### src/rtl/core/idsk_pkg.sv
`timescale 1ns / 1ps

package idsk_pkg;

  // Default geometry of the stack
  localparam int unsigned DEPTH_DEF     = 8;
  localparam int unsigned WORD_BITS_DEF = 32;

  // Fixed port widths
  localparam int unsigned CMD_W = 3;
  localparam int unsigned VAL_W = 32;
  localparam int unsigned IDX_W = 3;
  localparam int unsigned ST_W  = 2;
  localparam int unsigned CNT_W = 4;

  // Request commands
  typedef enum logic [CMD_W-1:0] {
    CMD_PUSH   = 3'd0,
    CMD_POP    = 3'd1,
    CMD_PEEK   = 3'd2,
    CMD_INSERT = 3'd3,
    CMD_REMOVE = 3'd4,
    CMD_READ   = 3'd5
  } cmd_e;

  // Result status codes
  typedef enum logic [ST_W-1:0] {
    ST_OK    = 2'd0,
    ST_FULL  = 2'd1,
    ST_RANGE = 2'd2,
    ST_EMPTY = 2'd3
  } status_e;

  // Commands from the controller to the datapath
  typedef struct packed {
    logic load;  // capture the request fields
    logic exec;  // carry out the captured request
  } ctrl_t;

endpackage

### src/rtl/core/idsk_ctrl.sv
`timescale 1ns / 1ps

module idsk_ctrl (
  input  logic                 clk_i,
  input  logic                 rst_ni,
  input  logic                 start,
  output logic                 busy,
  output logic                 done_o,
  output idsk_pkg::ctrl_t      ctrl_o
);

  typedef enum logic [1:0] {
    S_IDLE = 2'b01,
    S_EXEC = 2'b10
  } state_e;

  state_e state_q, state_d;
  logic   done_q, done_d;

  // Sequence: capture the request, then execute it in the following cycle
  always_comb begin
    state_d = state_q;
    unique case (state_q)
      S_IDLE: begin
        if (start) begin
          state_d = S_EXEC;
        end
      end
      S_EXEC: begin
        state_d = S_IDLE;
      end
      default: begin
        state_d = S_IDLE;
      end
    endcase
  end

  // Flag the result in the cycle after execution
  assign done_d = (state_q == S_EXEC);

  always_ff @(posedge clk_i or negedge rst_ni) begin
    if (!rst_ni) begin
      state_q <= S_IDLE;
      done_q  <= 1'b0;
    end else begin
      state_q <= state_d;
      done_q  <= done_d;
    end
  end

  assign busy        = (state_q != S_IDLE);
  assign done_o      = done_q;
  assign ctrl_o.load = (state_q == S_IDLE) && start;
  assign ctrl_o.exec = (state_q == S_EXEC);

endmodule

### src/rtl/core/idsk_dp.sv
`timescale 1ns / 1ps

module idsk_dp #(
  parameter int unsigned DEPTH     = idsk_pkg::DEPTH_DEF,
  parameter int unsigned WORD_BITS = idsk_pkg::WORD_BITS_DEF
) (
  input  logic                        clk_i,
  input  logic                        rst_ni,
  input  idsk_pkg::ctrl_t             ctrl_i,
  input  logic [idsk_pkg::CMD_W-1:0]  command_i,
  input  logic [idsk_pkg::VAL_W-1:0]  value_i,
  input  logic [idsk_pkg::IDX_W-1:0]  index_i,
  output logic [idsk_pkg::VAL_W-1:0]  read_value_o,
  output logic [idsk_pkg::ST_W-1:0]   status_o,
  output logic [idsk_pkg::CNT_W-1:0]  count_o
);

  localparam int unsigned AW   = (DEPTH > 1) ? $clog2(DEPTH) : 1;
  localparam int unsigned CW   = $clog2(DEPTH + 1);
  localparam int unsigned CMPW = (CW > idsk_pkg::IDX_W) ? CW : idsk_pkg::IDX_W;

  // Captured request
  idsk_pkg::cmd_e                cmd_q;
  logic [idsk_pkg::VAL_W-1:0]    val_q;
  logic [idsk_pkg::IDX_W-1:0]    idx_q;

  // Stack cells and fill count
  logic [WORD_BITS-1:0]          cell_q [DEPTH];
  logic [WORD_BITS-1:0]          cell_d [DEPTH];
  logic [CW-1:0]                 count_q, count_d;

  // Result registers
  logic [idsk_pkg::VAL_W-1:0]    rd_q, rd_d;
  idsk_pkg::status_e             st_q, st_d;

  logic [CMPW-1:0]               idx_w, cnt_w;
  logic                          full, empty;
  logic                          do_grow, do_shrink, do_read;
  logic                          top_sel;
  logic [AW-1:0]                 pos;
  logic [WORD_BITS-1:0]          wval;

  // Hold the request fields
  always_ff @(posedge clk_i) begin
    if (ctrl_i.load) begin
      cmd_q <= idsk_pkg::cmd_e'(command_i);
      val_q <= value_i;
      idx_q <= index_i;
    end
  end

  assign idx_w = CMPW'(idx_q);
  assign cnt_w = CMPW'(count_q);
  assign full  = (count_q == CW'(DEPTH));
  assign empty = (count_q == '0);
  assign wval  = WORD_BITS'(val_q);

  // Decode the command into status and a grow, shrink or read action
  always_comb begin
    st_d      = idsk_pkg::ST_OK;
    do_grow   = 1'b0;
    do_shrink = 1'b0;
    do_read   = 1'b0;
    top_sel   = 1'b0;
    unique case (cmd_q)
      idsk_pkg::CMD_PUSH: begin
        top_sel = 1'b1;
        if (full) st_d = idsk_pkg::ST_FULL;
        else      do_grow = 1'b1;
      end
      idsk_pkg::CMD_POP: begin
        top_sel = 1'b1;
        if (empty) st_d = idsk_pkg::ST_EMPTY;
        else begin
          do_shrink = 1'b1;
          do_read   = 1'b1;
        end
      end
      idsk_pkg::CMD_PEEK: begin
        top_sel = 1'b1;
        if (empty) st_d = idsk_pkg::ST_EMPTY;
        else       do_read = 1'b1;
      end
      idsk_pkg::CMD_INSERT: begin
        if (full)               st_d = idsk_pkg::ST_FULL;
        else if (idx_w > cnt_w) st_d = idsk_pkg::ST_RANGE;
        else                    do_grow = 1'b1;
      end
      idsk_pkg::CMD_REMOVE: begin
        if (empty)               st_d = idsk_pkg::ST_EMPTY;
        else if (idx_w >= cnt_w) st_d = idsk_pkg::ST_RANGE;
        else begin
          do_shrink = 1'b1;
          do_read   = 1'b1;
        end
      end
      idsk_pkg::CMD_READ: begin
        if (empty)               st_d = idsk_pkg::ST_EMPTY;
        else if (idx_w >= cnt_w) st_d = idsk_pkg::ST_RANGE;
        else                     do_read = 1'b1;
      end
      default: begin
        st_d = idsk_pkg::ST_OK;
      end
    endcase
  end

  // Select the working position: top of stack or the requested index
  always_comb begin
    if (top_sel) begin
      pos = (cmd_q == idsk_pkg::CMD_PUSH) ? AW'(count_q) : AW'(count_q - CW'(1));
    end else begin
      pos = AW'(idx_q);
    end
  end

  assign rd_d = do_read ? idsk_pkg::VAL_W'(cell_q[pos]) : '0;

  // Next value of each cell: shift up over the insert point, down from the
  // removal point; cells above the count are zero so vacated cells clear
  for (genvar g = 0; g < DEPTH; g++) begin : g_cell
    logic [WORD_BITS-1:0] below, above;
    if (g == 0) begin : g_bot
      assign below = '0;
    end else begin : g_mid_b
      assign below = cell_q[g-1];
    end
    if (g == DEPTH - 1) begin : g_top
      assign above = '0;
    end else begin : g_mid_a
      assign above = cell_q[g+1];
    end

    always_comb begin
      cell_d[g] = cell_q[g];
      if (do_grow) begin
        if (AW'(g) == pos)     cell_d[g] = wval;
        else if (AW'(g) > pos) cell_d[g] = below;
      end else if (do_shrink) begin
        if (AW'(g) >= pos) cell_d[g] = above;
      end
    end

    always_ff @(posedge clk_i or negedge rst_ni) begin
      if (!rst_ni) begin
        cell_q[g] <= '0;
      end else if (ctrl_i.exec) begin
        cell_q[g] <= cell_d[g];
      end
    end
  end

  // Advance the fill count
  always_comb begin
    count_d = count_q;
    if (do_grow)        count_d = count_q + CW'(1);
    else if (do_shrink) count_d = count_q - CW'(1);
  end

  always_ff @(posedge clk_i or negedge rst_ni) begin
    if (!rst_ni) begin
      count_q <= '0;
    end else if (ctrl_i.exec) begin
      count_q <= count_d;
    end
  end

  // Register the result fields
  always_ff @(posedge clk_i) begin
    if (ctrl_i.exec) begin
      rd_q <= rd_d;
      st_q <= st_d;
    end
  end

  assign read_value_o = rd_q;
  assign status_o     = st_q;
  assign count_o      = idsk_pkg::CNT_W'(count_q);

endmodule

### src/rtl/core/indexed_data_stack.sv
`timescale 1ns / 1ps

// Channel   Direction  Handshake           Ports
// request   in         start & !busy       command_i, value_i, index_i
// result    out        done_o (one cycle)  read_value_o, status_o, count_o
//
// Each request is captured at the accepting edge, the controller executes it
// in the next cycle, and done_o is high in the cycle after that. All cells
// shift in the execute cycle. busy is high only during execute, so a new
// request may be taken while done_o is shown. Reset clears every cell and the
// count. The receiver cannot stall results.

module indexed_data_stack #(
  parameter int unsigned DEPTH     = idsk_pkg::DEPTH_DEF,
  parameter int unsigned WORD_BITS = idsk_pkg::WORD_BITS_DEF
) (
  input  logic                        clk_i,
  input  logic                        rst_ni,
  input  logic                        start,
  output logic                        busy,
  input  logic [idsk_pkg::CMD_W-1:0]  command_i,
  input  logic [idsk_pkg::VAL_W-1:0]  value_i,
  input  logic [idsk_pkg::IDX_W-1:0]  index_i,
  output logic                        done_o,
  output logic [idsk_pkg::VAL_W-1:0]  read_value_o,
  output logic [idsk_pkg::ST_W-1:0]   status_o,
  output logic [idsk_pkg::CNT_W-1:0]  count_o
);

  idsk_pkg::ctrl_t ctrl;

  // Sequence the requests
  idsk_ctrl u_ctrl (
    .clk_i  (clk_i),
    .rst_ni (rst_ni),
    .start  (start),
    .busy   (busy),
    .done_o (done_o),
    .ctrl_o (ctrl)
  );

  // Hold the stack and compute results
  idsk_dp #(
    .DEPTH     (DEPTH),
    .WORD_BITS (WORD_BITS)
  ) u_dp (
    .clk_i        (clk_i),
    .rst_ni       (rst_ni),
    .ctrl_i       (ctrl),
    .command_i    (command_i),
    .value_i      (value_i),
    .index_i      (index_i),
    .read_value_o (read_value_o),
    .status_o     (status_o),
    .count_o      (count_o)
  );

endmodule
### config.mk
export PLATFORM = sky130hd
export DESIGN_NAME = indexed_data_stack
export DESIGN_NICKNAME = d
export VERILOG_FILES = /design/src/rtl/core/idsk_pkg.sv /design/src/rtl/core/idsk_ctrl.sv /design/src/rtl/core/idsk_dp.sv /design/src/rtl/core/indexed_data_stack.sv
export SDC_FILE = /design/constraint.sdc
export NUM_CORES = 1
export LEC_CHECK = 0
export BUFFER_PORTS_ARGS = -buffer_cell sky130_fd_sc_hd__buf_2
export CAP_MARGIN = 25
export CORE_MARGIN = 8
export CORE_UTILIZATION = 39
export CTS_BUF_LIST = sky130_fd_sc_hd__clkbuf_16
export DETAILED_ROUTE_END_ITERATION = 10
export MAX_ROUTING_LAYER = met4
export PLACE_DENSITY_LB_ADDON = 0.3
export SLEW_MARGIN = 15
export SYNTH_ARGS = -nofsm -noshare
export SYNTH_HDL_FRONTEND = slang
export SYNTH_SLANG_ARGS = --single-unit
### constraint.sdc
create_clock -name clk_i -period 2.4 [get_ports clk_i]
set_input_delay 0.48 -clock clk_i [delete_from_list [all_inputs] [get_ports clk_i]]
set_output_delay 0.48 -clock clk_i [all_outputs]
set_load 0.02 [all_outputs]
Word-level counts from Yosys, hierarchy flattened
Cells that the tools add are included.
{"block": "totals", "reg_bits": 335, "inputBits": 41, "out_inout_bits": 40, "wordCells": 154}
{"block": "op_classes", "add_sub_neg": 2, "order_cmp": 19, "eq_ne": 25, "muxes": 66, "bitwise": 1, "n_reduce_logical": 25}
{"op": "$mux 32", "count": 42}
{"op": "$bmux 32 s3", "count": 1}
{"op": "$reduce_and 4->1", "count": 8}
{"op": "$ne 3x3->1 const B", "count": 8}
{"op": "$reduce_bool 2->1", "count": 9}
{"op": "$mux 2", "count": 7}
{"op": "$eq 3x3->1 const A", "count": 4}
{"op": "$ge 3x3->1 const A", "count": 4}
{"op": "$gt 3x3->1 const A", "count": 4}
{"op": "$mux 1", "count": 8}
{"op": "$mux 4", "count": 2}
{"op": "$pmux 2 s4", "count": 1}
{"op": "$eq 2x3->1 const A", "count": 2}
{"op": "$eq 3x2->1 const B", "count": 2}
{"op": "$eq 3x3->1 const B", "count": 2}
{"op": "$ge 1x3->1 const A", "count": 2}
{"op": "$ge 2x3->1 const A", "count": 2}
{"op": "$gt 1x3->1 const A", "count": 2}
{"op": "$gt 2x3->1 const A", "count": 2}
{"op": "$logic_not 3->1", "count": 2}
{"op": "$mux 3", "count": 2}
{"op": "$pmux 1 s2", "count": 3}
{"op": "$add 4x1->4 const B", "count": 1}
{"op": "$eq 4x4->1 const B", "count": 1}
{"op": "other kinds (16)", "count": 17}

Logic depth before layout (Yosys ltp)
{"block": "logic_depth", "ltp_word": 8, "depth_mapped": 11, "ltp_nobuf": 8}

Cells and area by module
Synthesis repeated with hierarchy kept, for this count alone.
{"block": "unflattened", "hier_cells": 2063, "area_unflattened_um2": 20543.5}
{"mod": "idsk_dp", "instances": 1, "cells_per_inst": 2054, "area_per_inst_um2": 20422.1, "seq_area_each_um2": 8668.3}
{"mod": "idsk_ctrl", "instances": 1, "cells_per_inst": 9, "area_per_inst_um2": 121.4, "seq_area_each_um2": 76.3}

Worst setup path before layout
OpenSTA, ideal clock, no wires.
{"block": "synth_path", "path_kind": "register -> register", "start": "register u_dp.count_q[0] (netlist: u_dp.count_o[0])", "end": "register u_dp.cell_q, in the netlist u_dp.g_cell[4].above[10]", "setup_ns": 0.090, "arrival_time_ns": 2.615, "t_required_ns": 2.310, "setup_slack_ns": -0.306, "path_stages_with_launch": 12, "path_buffers": 3, "period_less_slack_ns": 2.706, "path_cell_list": "dfrtp_1 inv_1 ha_1 nor3b_2 or3_1 and4bb_2 buf_4 o32ai_1 or2_1 clkbuf_1 buf_2 o221ai_1"}
{"block": "synth_between", "elab_chain_cells": 6, "elab_cells_between_ends": 24, "classes_between": "add/sub: 1; order compare: 4; eq/ne: 3; mux: 12; reduce/logical: 4"}
{"element": "start: declaration", "line_no": "idsk_dp.sv:30", "source": "logic [CW-1:0] count_q, count_d;"}
{"element": "start signal: assignment", "line_no": "idsk_dp.sv:164", "source": "count_q <= count_d;"}
{"element": "$sub 4x1->4 (tied with other cells)", "line_no": "idsk_dp.sv:111", "source": "pos = (cmd_q == idsk_pkg::CMD_PUSH) ? AW'(count_q) : AW'(count_q - CW'(1));"}
{"element": "$mux 3 (tied with other cells)", "line_no": "idsk_dp.sv:111"}
{"element": "$mux 3 (tied with other cells)", "line_no": "idsk_dp.sv:110", "source": "if (top_sel) begin"}
{"element": "$gt 3x3->1 (tied with other cells)", "line_no": "idsk_dp.sv:138", "source": "else if (AW'(g) > pos) cell_d[g] = below;"}
{"element": "$ne 3x3->1 (no line) (tied with other cells)"}
{"element": "$reduce_and 4->1 (no line) / $mux 32 (equally long branches)"}
{"element": "end signal: indexed assignment", "line_no": "idsk_dp.sv:148", "source": "cell_q[g] <= cell_d[g];"}
{"element": "end: declaration", "line_no": "idsk_dp.sv:28", "source": "logic [WORD_BITS-1:0] cell_q [DEPTH];"}
Several ways; a longest one is shown, not always the timed one.
A chain may end at the register's enable or synchronous reset.

Final worst setup path
{"block": "layout_path", "start": "register u_dp.cmd_q[1]", "end": "register u_dp.cell_q, in the netlist u_dp.g_cell[3].above[31]"}
{"block": "layout_between", "elab_chain_cells": 7, "elab_cells_between_ends": 20, "classes_between": "order compare: 2; eq/ne: 6; mux: 7; reduce/logical: 5"}
{"element": "start: declaration", "line_no": "idsk_dp.sv:23", "source": "idsk_pkg::cmd_e cmd_q;"}
{"element": "start signal: assignment", "line_no": "idsk_dp.sv:46", "source": "cmd_q <= idsk_pkg::cmd_e'(command_i);"}
{"element": "$eq 3x1->1 (tied with other cells)", "line_no": "idsk_dp.sv:65", "source": "unique case (cmd_q)"}
{"element": "$reduce_or 3->1 (no line)"}
{"element": "$mux 1", "line_no": "idsk_dp.sv:65"}
{"element": "$mux 3", "line_no": "idsk_dp.sv:110"}
{"element": "$gt 3x3->1 (tied with other cells)", "line_no": "idsk_dp.sv:138"}
{"element": "$ne 3x3->1 (no line) (tied with other cells)"}
{"element": "$reduce_and 4->1 (no line) / $mux 32 (equally long branches)"}
Several ways; a longest one is shown, not always the timed one.

==> flow_metrics.py <==
metrics = {
    "outcome": {
        "status": "finished with violations",
        "failed_checks": "setup timing",
    },
    "final_layout": {
        "nets": 1892,
        "design_area_sq_um": 25400,
        "drive_gt1_frac": 0.406,
        "diodes": 0,
        "area_growth_pct": 36.4,
    },
    "sta": {
        "rsz0062_at_grt": "true",
        "fin_crit_ns": 2.65,
        "setup_violations": 283,
        "hold_ws_ns": 0.0782,
        "hold_viol_final": 0,
        "worst_slack_ns": -0.254,
        "maxSlewHeadroom": 0.517,
        "finalClockSkew_ns": 0.0177,
        "timing.final.crit_share": 1.11,
        "fmax_ghz": 0.377,
        "worst_slew_pin_slew_ns": 0.725,
        "maxSlewViolCount": 0,
    },
    "cts": {
        "cts_tree": "built",
        "clockBufferDepth": 3,
        "clkTransAtPathRegs_ns": 0.06,
        "cts.sinks": 335,
        "root_buffer": "clkbuf_16",
        "cts_made_buffers": 41,
        "htreeDepth": 2,
        "clkLatencyLatePin_ns": 0.58,
    },
    "place": {
        "port_buffers": 80,
        "dp_hpwl_um": 38400,
        "finalWeightedCongestion": 0.831,
        "post_dp_cell_area_sq_um": 22100,
    },
    "grt": {
        "grt.met2_usage": 0.366,
        "grt_antenna_before_repair": 0,
        "grt_util_all_layers": 0.232,
        "grt_pass1_wl_um": 98000,
        "busiest_layer": "met2",
        "grt_use_met1": 0.293,
        "use_met3": 0.0408,
        "overflow": 0,
        "grt_pass1_vias": 15697,
        "grt_max_degree": 84,
    },
    "setup_path": {
        "slowest_stage": "edfxtp_1",
        "critPathMaxStageDelay_ns": 0.52,
        "arrival_ns": 3.14,
        "cp_cell_sequence": "buf_4 -> or3_4 -> and4bb_2 -> buf_12 -> o32ai_4 -> or2_4 -> buf_12 -> buf_16 -> o221ai_2",
        "cp_max_fo": 10,
        "crit_path_start_kind": "flop",
        "cp_top_family": "simple AND/OR/NAND/NOR gates",
        "cp_common_cell": "buf_12",
        "crit_required_ns": 2.89,
        "critPathKind": "reg2reg",
        "end_kind": "flop",
        "critPathBufInv": 4,
    },
    "power": {
        "power_frac_comb": 0.348,
        "p_leak_nw": 10.6,
        "power.density_nw_per_um2": 762,
        "clkPwrFrac": 0.307,
        "p_sw_frac": 0.340,
        "p_int_w": 0.0128,
        "p_sw_w": 0.00660,
        "ir_worst_vdd_v": 0.000471,
        "p_seq_frac": 0.346,
    },
    "route": {
        "via_per_inst": 6.16,
        "vias": 15368,
        "wl_per_cell_um": 26.6,
        "ant_nets": 0,
        "first_iter_violations": 1504,
        "wl_um": 66300,
        "drc": 0,
        "drt_pass1_iterations": 6,
    },
    "min_path": {
        "hp-class": "in2reg",
    },
    "die": {
        "dieWidth_um": 235,
        "die_y_um": 235,
        "io_pins": 81,
        "core-area_sq_um": 47400,
        "die-area_sq_um": 55100,
        "start_util": 0.393,
        "fp-row-count": 80,
    },
    "yosys": {
        "synth-seq-area-share": 0.469,
        "synth_warnings": 0,
        "synth-seq-cells": 335,
        "synth_edf_count": 72,
        "synth_cells": 1681,
        "synthFlopType": "dfrtp_1",
        "syn_avg_cell_area_sq_um": 11.1,
        "netlist_area_sq_um": 18700,
        "synthArstFlopShare": 0.785,
        "mappedNetlistNets": 1727,
        "synth_cell_type_count": 62,
    },
    "job": {
        "max_cap_violations": 0,
    },
}
-- placed cells by master, fill, tap and decap left out, types with 18 or more instances in the layout --
cell and instances:
nand2_1 416, dfrtp_1 259, mux2i_1 204, o221ai_2 184, buf_4 80, buf_2 79, buf_12 76, edfxtp_1 72
mux4_2 64, clkbuf_16 56, o21ai_0 47, mux2i_2 38, o21ai_2 33, a22o_1 32, buf_6 28, o21ai_1 21
inv_1 18
-- per-stage QoR --
stage                     total power, W  utilization  instances  setup TNS [ns]  setup WS [ns]
final                             0.0194        0.536       2494          -44.12         -0.254
after global routing              0.0201        0.536       2494          -61.30         -0.308
after CTS                         0.0190        0.519       2474          -34.28         -0.198
after detailed placement          0.0123        0.465       2350          -51.32         -0.313
after global placement            0.0122        0.465       2350          -39.33         -0.224
after floorplan                   0.0100            -       1681          -17.54         -0.152
-- synthesized netlist by cell type (3+ instances only) --
| library cell | n | area, sq um |
|---|---|---|
| clkbuf_2 | 3 | 15.0 |
| nand2b_1 | 3 | 18.8 |
| ha_1 | 5 | 62.6 |
| a22o_1 | 32 | 280 |
| inv_1 | 10 | 37.5 |
| or2_1 | 5 | 31.3 |
| a221o_1 | 3 | 30.0 |
| buf_2 | 55 | 275 |
| o21ai_1 | 16 | 80.1 |
| a21oi_1 | 3 | 15.0 |
| o221ai_2 | 30 | 450 |
| o32ai_1 | 3 | 26.3 |
| clkbuf_1 | 67 | 251 |
| mux4_2 | 64 | 1440 |
| nor2_1 | 12 | 45.0 |
| or2_2 | 4 | 25.0 |
| o21ai_0 | 86 | 430 |
| mux2i_1 | 258 | 2580 |
| buf_1 | 29 | 109 |
| nor3_1 | 3 | 15.0 |
| buf_4 | 25 | 188 |
| o221ai_1 | 163 | 1430 |
| buf_6 | 4 | 45.0 |
| dfrtp_1 | 262 | 6560 |
| nand2_1 | 418 | 1570 |
| edfxtp_1 | 72 | 2160 |
| xnor2_1 | 3 | 26.3 |
-- state kept, by name, summed over array words and instances, names as in the netlist --
name	cells
u_ctrl.done_o	1
u_ctrl.state_q	2
u_dp.cmd_q	3
u_dp.count_o	4
u_dp.g_cell.above	224
u_dp.g_cell.below	32
u_dp.idx_q	3
u_dp.read_value_o	32
u_dp.status_o	2
u_dp.val_q	32
-- final timing paths --
check,from,end,slack [ns],cells after the start
setup / recovery,u_dp.cmd_q[1],u_dp.g_cell[3].above[31],-0.25,9
hold / removal,value_i[7],u_dp.val_q[7],0.08,1
setup reg to reg,u_dp.cmd_q[1],u_dp.g_cell[3].above[31],-0.25,9
hold reg to reg,u_dp.g_cell[6].above[31],u_dp.g_cell[6].above[31],0.51,2
max in group asynchronous,rst_ni,u_dp.g_cell[3].above[12],1.25,3
min in group asynchronous,rst_ni,u_ctrl.done_o,0.37,2
-- metal layers --
metal | vias to the layer above | wire [um]
met4 | 0 | 2320
met5 | - | 0
met2 | 634 | 31500
met3 | 156 | 4410
met1 | 7922 | 28100
li1 | 6656 | -
-- worst reg2reg max path, cell delays in order, from the launching register on --
cell and delay, ns:
edfxtp_1 0.52, buf_4 0.23, or3_4 0.41, and4bb_2 0.35
buf_12 0.15, o32ai_4 0.10, or2_4 0.35, buf_12 0.15
buf_16 0.14, o221ai_2 0.17
-- final cells by class --
type / count / area, sq um
fill: 3970 / 22000
sequential: 335 / 8750
clock inverter: 33 / 191
multi-input combinational: 1154 / 10800
clock buffer: 43 / 1080
inverter: 10 / 46.3
timing repair buffer: 304 / 3810
tap: 615 / 769
-- logic make-up after synthesis --
family | after synthesis | share of synthesized area
AND/OR/NAND/NOR | 470 | 0.104
AO/OA/AOI/OAI | 349 | 0.155
flip-flops | 335 | 0.469
multiplexers | 322 | 0.216
buffers and inverters | 194 | 0.0498
adder cells (fa/ha/maj) | 6 | 0.00389
XOR/XNOR | 5 | 0.00275
-- power by group through the flow --
stage          clock (W)  combinational (W)  sequential (W)
2_1_floorplan          0            0.00339         0.00666
3_3_place_gp           0            0.00542         0.00674
3_5_place_dp           0            0.00551         0.00675
4_1_cts          0.00607            0.00622         0.00666
5_1_grt          0.00628            0.00704         0.00675
6_report         0.00594            0.00674         0.00671
-- timing repair --
item / 4_1_cts / 5_1_grt
pin swaps: 32 / 37
buffers inserted: 30 / 16
endpoints found under the hold margin: 21 / 0
gates cloned: 17 / 14
hold buffers: 1 / 0
setup endpoints to repair: 288 / 292
resized for setup: 153 / 92
(Power assumes the default switching activity.)
